$ cat src/rtl/pst_pkg.sv
// ----------------------------------------------------------------------------
// Predecessor score table package
// Shared sizes, status codes and the running-best record type.
// ----------------------------------------------------------------------------
package pst_pkg;

  localparam int unsigned CAPACITY = 256;
  localparam int unsigned ADDR_W   = (CAPACITY > 1) ? $clog2(CAPACITY) : 1;
  localparam int unsigned CNT_W    = $clog2(CAPACITY + 1);
  localparam int unsigned SCORE_W  = 16;
  localparam int unsigned ID_W     = 31;
  localparam int unsigned STATUS_W = 2;

  localparam logic CMD_ADD   = 1'b0;
  localparam logic CMD_QUERY = 1'b1;

  typedef enum logic [STATUS_W-1:0] {
    ST_ADDED  = 2'd0,
    ST_FULL   = 2'd1,
    ST_FOUND  = 2'd2,
    ST_NOBODY = 2'd3
  } status_t;

  typedef struct packed {
    logic               have;
    logic [SCORE_W-1:0] score;
    logic [ID_W-1:0]    id;
  } best_t;

endpackage

$ cat src/rtl/pst_cmp.sv
// ----------------------------------------------------------------------------
// Predecessor score table compare unit
// Decides whether one stored record replaces the running best for a query.
// ----------------------------------------------------------------------------
module pst_cmp (
  input  logic [pst_pkg::SCORE_W-1:0] key_i,
  input  logic [pst_pkg::SCORE_W-1:0] cand_score_i,
  input  logic [pst_pkg::ID_W-1:0]    cand_id_i,
  input  pst_pkg::best_t              best_i,
  output pst_pkg::best_t              best_o
);

  logic below;
  logic better;

  always_comb begin
    below  = cand_score_i < key_i;
    // A higher score wins; on an equal score the larger id wins.
    better = !best_i.have || (cand_score_i > best_i.score) ||
             ((cand_score_i == best_i.score) && (cand_id_i > best_i.id));
    if (below && better) begin
      best_o.have  = 1'b1;
      best_o.score = cand_score_i;
      best_o.id    = cand_id_i;
    end else begin
      best_o = best_i;
    end
  end

endmodule

$ cat config.mk
export PLATFORM = sky130hd
export DESIGN_NAME = pst_cmp
export DESIGN_NICKNAME = d
export VERILOG_FILES = /design/src/rtl/pst_pkg.sv /design/src/rtl/pst_cmp.sv
export SDC_FILE = /design/constraint.sdc
export NUM_CORES = 1
export LEC_CHECK = 0
export BUFFER_PORTS_ARGS = -buffer_cell sky130_fd_sc_hd__buf_4
export CAP_MARGIN = 10
export CORE_ASPECT_RATIO = 0.5
export CORE_MARGIN = 1
export CORE_UTILIZATION = 44
export DETAILED_ROUTE_END_ITERATION = 16
export PLACE_DENSITY = 0.85
export SYNTH_ARGS = -nofsm -noshare
export SYNTH_HDL_FRONTEND = slang
export SYNTH_SLANG_ARGS = --single-unit
$ cat constraint.sdc
create_clock -name vclk -period 3.68
set_input_delay 0.736 -clock vclk [all_inputs]
set_output_delay 0.736 -clock vclk [all_outputs]
set_load 0.05 [all_outputs]
==> results by group <==
Status
  • Run status: complete, but fails checks
  • Violated checks: setup timing

STA
  • Endpoints failing setup: 47
  • Worst-Margin Slew: around 0.47 ns
  • Final Max Tran Viols: 0
  • RSZ-0062 raised after global routing: true
  • Worst slew margin: 0.6861
  • Maximum clock rate: about 240 MHz
  • Final Hold Viols: 0
  • Final Cycle Share: 1.122
  • Fin worst setup slack: -0.4484 ns
  • Period minus WS final: a little over 4 ns

Finish
  • Layout cell share with drive strength beyond 1: 0.6275
  • Layout fillers: roughly 140
  • Area Growth Syn to Fin: 104.1%
  • Seq. cell area: 0 um2
  • Fin util: 0.9378
  • Non-filler cells, final: 529
  • Clock buffers: 0
  • Seq cells: 0
  • Total inserted antenna cells: 0
  • Fin nets: 634

Global route
  • Largest net degree at the start of global routing: 14
  • M2 GR Usage: 0.7230
  • First-pass GRT wire length: 15330 um
  • Met1 usage: 0.3621
  • Vias in the first global route: 3159
  • Grt ovf: 0
  • GR Layer Usage met3: 0.09200
  • Most Used Layer, Global Route: met2
  • Antenna violations before repair: 2
  • GRT Total Usage: 0.3723

Detailed routing
  • Final WL: 13950 um
  • WL/cell: 26.37 um
  • Antenna Nets Post-Route: 0
  • Drt drc: 0
  • Vias per cell: 6.308
  • TritonRoute pass-1 iters: 5
  • Total number of vias: 3337
  • Initial DRC Count: between 200 and 300

Yosys
  • Mapped Cells: 273
  • Post-Syn Nets: 446
  • Area of the mapped netlist: roughly 0.0023 mm2
  • Post-synthesis sequential area ratio: 0
  • Synth warn: 0
  • Top cell type's share of synthesized area: 0.3424
  • Average cell area after synthesis: approximately 8.3 um2
  • Post-synthesis cell type count: 35
  • Synth area leader: ha_1
  • Synth area leaders: ha_1, mux2_4, inv_1

Place
  • Final Wtd Congestion: 0.7844
  • Post-DP HPWL: 6105 um
  • Port Buf Inserts: 159
  • Dpl cells: 513

Power
  • Cell internal pwr: 517.8 uW
  • Switching pwr: 577.5 uW
  • LEAKAGE: approximately 0.0025 uW
  • PwrDens: around 240 mW/mm2
  • Max IR drop VDD: 0.1696 mV
  • Gate power share: 1.000
  • Seq pwr share: 0
  • Sw Share: 0.5272
  • Clk pwr share: 0

Hold path
  • Worst min-delay path category: input pin to primary output

Worst setup path
  • Crit path launch type: input pin
  • Critical Path AT: 3.39 ns
  • Worst EP required: 2.94 ns
  • Crit. End Element: primary output
  • Max FO, Critical Path: 6
  • Setup Crit Path Kind: input pin to primary output

Die
  • Initial Util: 0.4594
  • Chip width: 103.5 um
  • I/O pin total: 159
  • DIE AREA: about 0.0055 mm2
  • Die H: 52.75 um
  • Row cnt: 18
  • Area of the core: between 0.004 and 0.005 mm2

Job
  • Max cap viols: 0

Clock network
  • Hold_buf cts: 0
power by group through the flow:
stage | Sequential, uW | Combinational [uW] | Clock (uW)
floorplan | 0 | 512 | 0
global placement | 0 | 752 | 0
detailed placement | 0 | 775 | 0
CTS | 0 | 942 | 0
global route | 0 | 1130 | 0
finish | 0 | 1100 | 0
per-layer routing:
layer  up-vias  routed length [um]
met5         -                  21
met4         4                1109
met3       130                1607
met2       316                6442
met1      1536                4769
li1       1351                   -
through the flow:
step	TNS (ns)	power [uW]	hold slack (ns)	instance area, um2	setup WS, ns
floorplan	0	512.0	1.694	2266	0.1693
global placement	-4.699	752.3	1.845	3657	-0.1132
detailed placement	-7.542	775.3	1.850	3657	-0.1906
CTS	-3.129	941.6	1.832	4319	-0.1387
global route	-32.45	1130	1.833	4626	-0.7288
finish	-19.28	1095	1.829	4626	-0.4484
final cells by class:
| class | count | area (um2) | area share |
|---|---|---|---|
| tap | 70 | 87.58 | 0.01893 |
| inverter | 63 | 244.0 | 0.05275 |
| timing repair buffer | 191 | 1879 | 0.4063 |
| multi-input combinational | 205 | 2415 | 0.5220 |
cells in the mapped netlist (all sizes together):
cell	n
inv	63
ha	62
mux2	47
a21oi	25
nand2	13
nand4	13
o21ai	6
buf	5
nand3	5
nor2	5
a21o	3
nand2b	3
a221o	2
a31oi	2
nor2b	2
nor3	2
o211ai	2
a2111oi	1
a211oi	1
a221oi	1
a22o	1
nand3b	1
nor4	1
nor4bb	1
o21a	1
o21bai	1
o221ai	1
o31ai	1
or2	1
or4	1
worst max-delay path, cell delays in order:
cell and delay [ns]:
buf_4 0.12, buf_4 0.13, ha_1 0.32, nand2_1 0.17
o21ai_1 0.37, o21bai_1 0.19, a22o_4 0.29, a31oi_4 0.21
buf_12 0.19, clkbuf_16 0.17, mux2_4 0.32, buf_8 0.15
final timing paths:
kind / startpoint / to / slack [ns] / depth (start not counted)
worst max-delay path: cand_score_i[7] / best_o[4] / -0.45 / 12
worst min-delay path: best_i[12] / best_o[12] / 1.83 / 3
cells by family (layout without fill, tap and decap cells):
logic type | Yosys count | after routing | share of synthesized area
simple gates | 48 | 48 | 0.1176
compound gates | 48 | 48 | 0.1303
mux | 47 | 47 | 0.2833
fa+ha+maj | 62 | 62 | 0.3424
buf+inv | 68 | 254 | 0.1264
repair_timing:
action / CTS / global route
cloned: 4 / 2
setup buffers: 5 / 10
resized for setup: 105 / 58
endpoints found under the setup margin: 47 / 47
pin swaps: 6 / 24
placed cells by master (no fill, tap or decap), types with 13 or more instances in the layout:
cell type  Yosys  final
a21oi_1       25     20
buf_4          0    120
buf_6          4     38
buf_8          0     24
ha_1          62     40
ha_4           0     22
inv_1         63     52
mux2_4        30     47
nand2_1       13     13
nand4_1       13     13
Note: power is estimated with default switching activity, not from simulation.
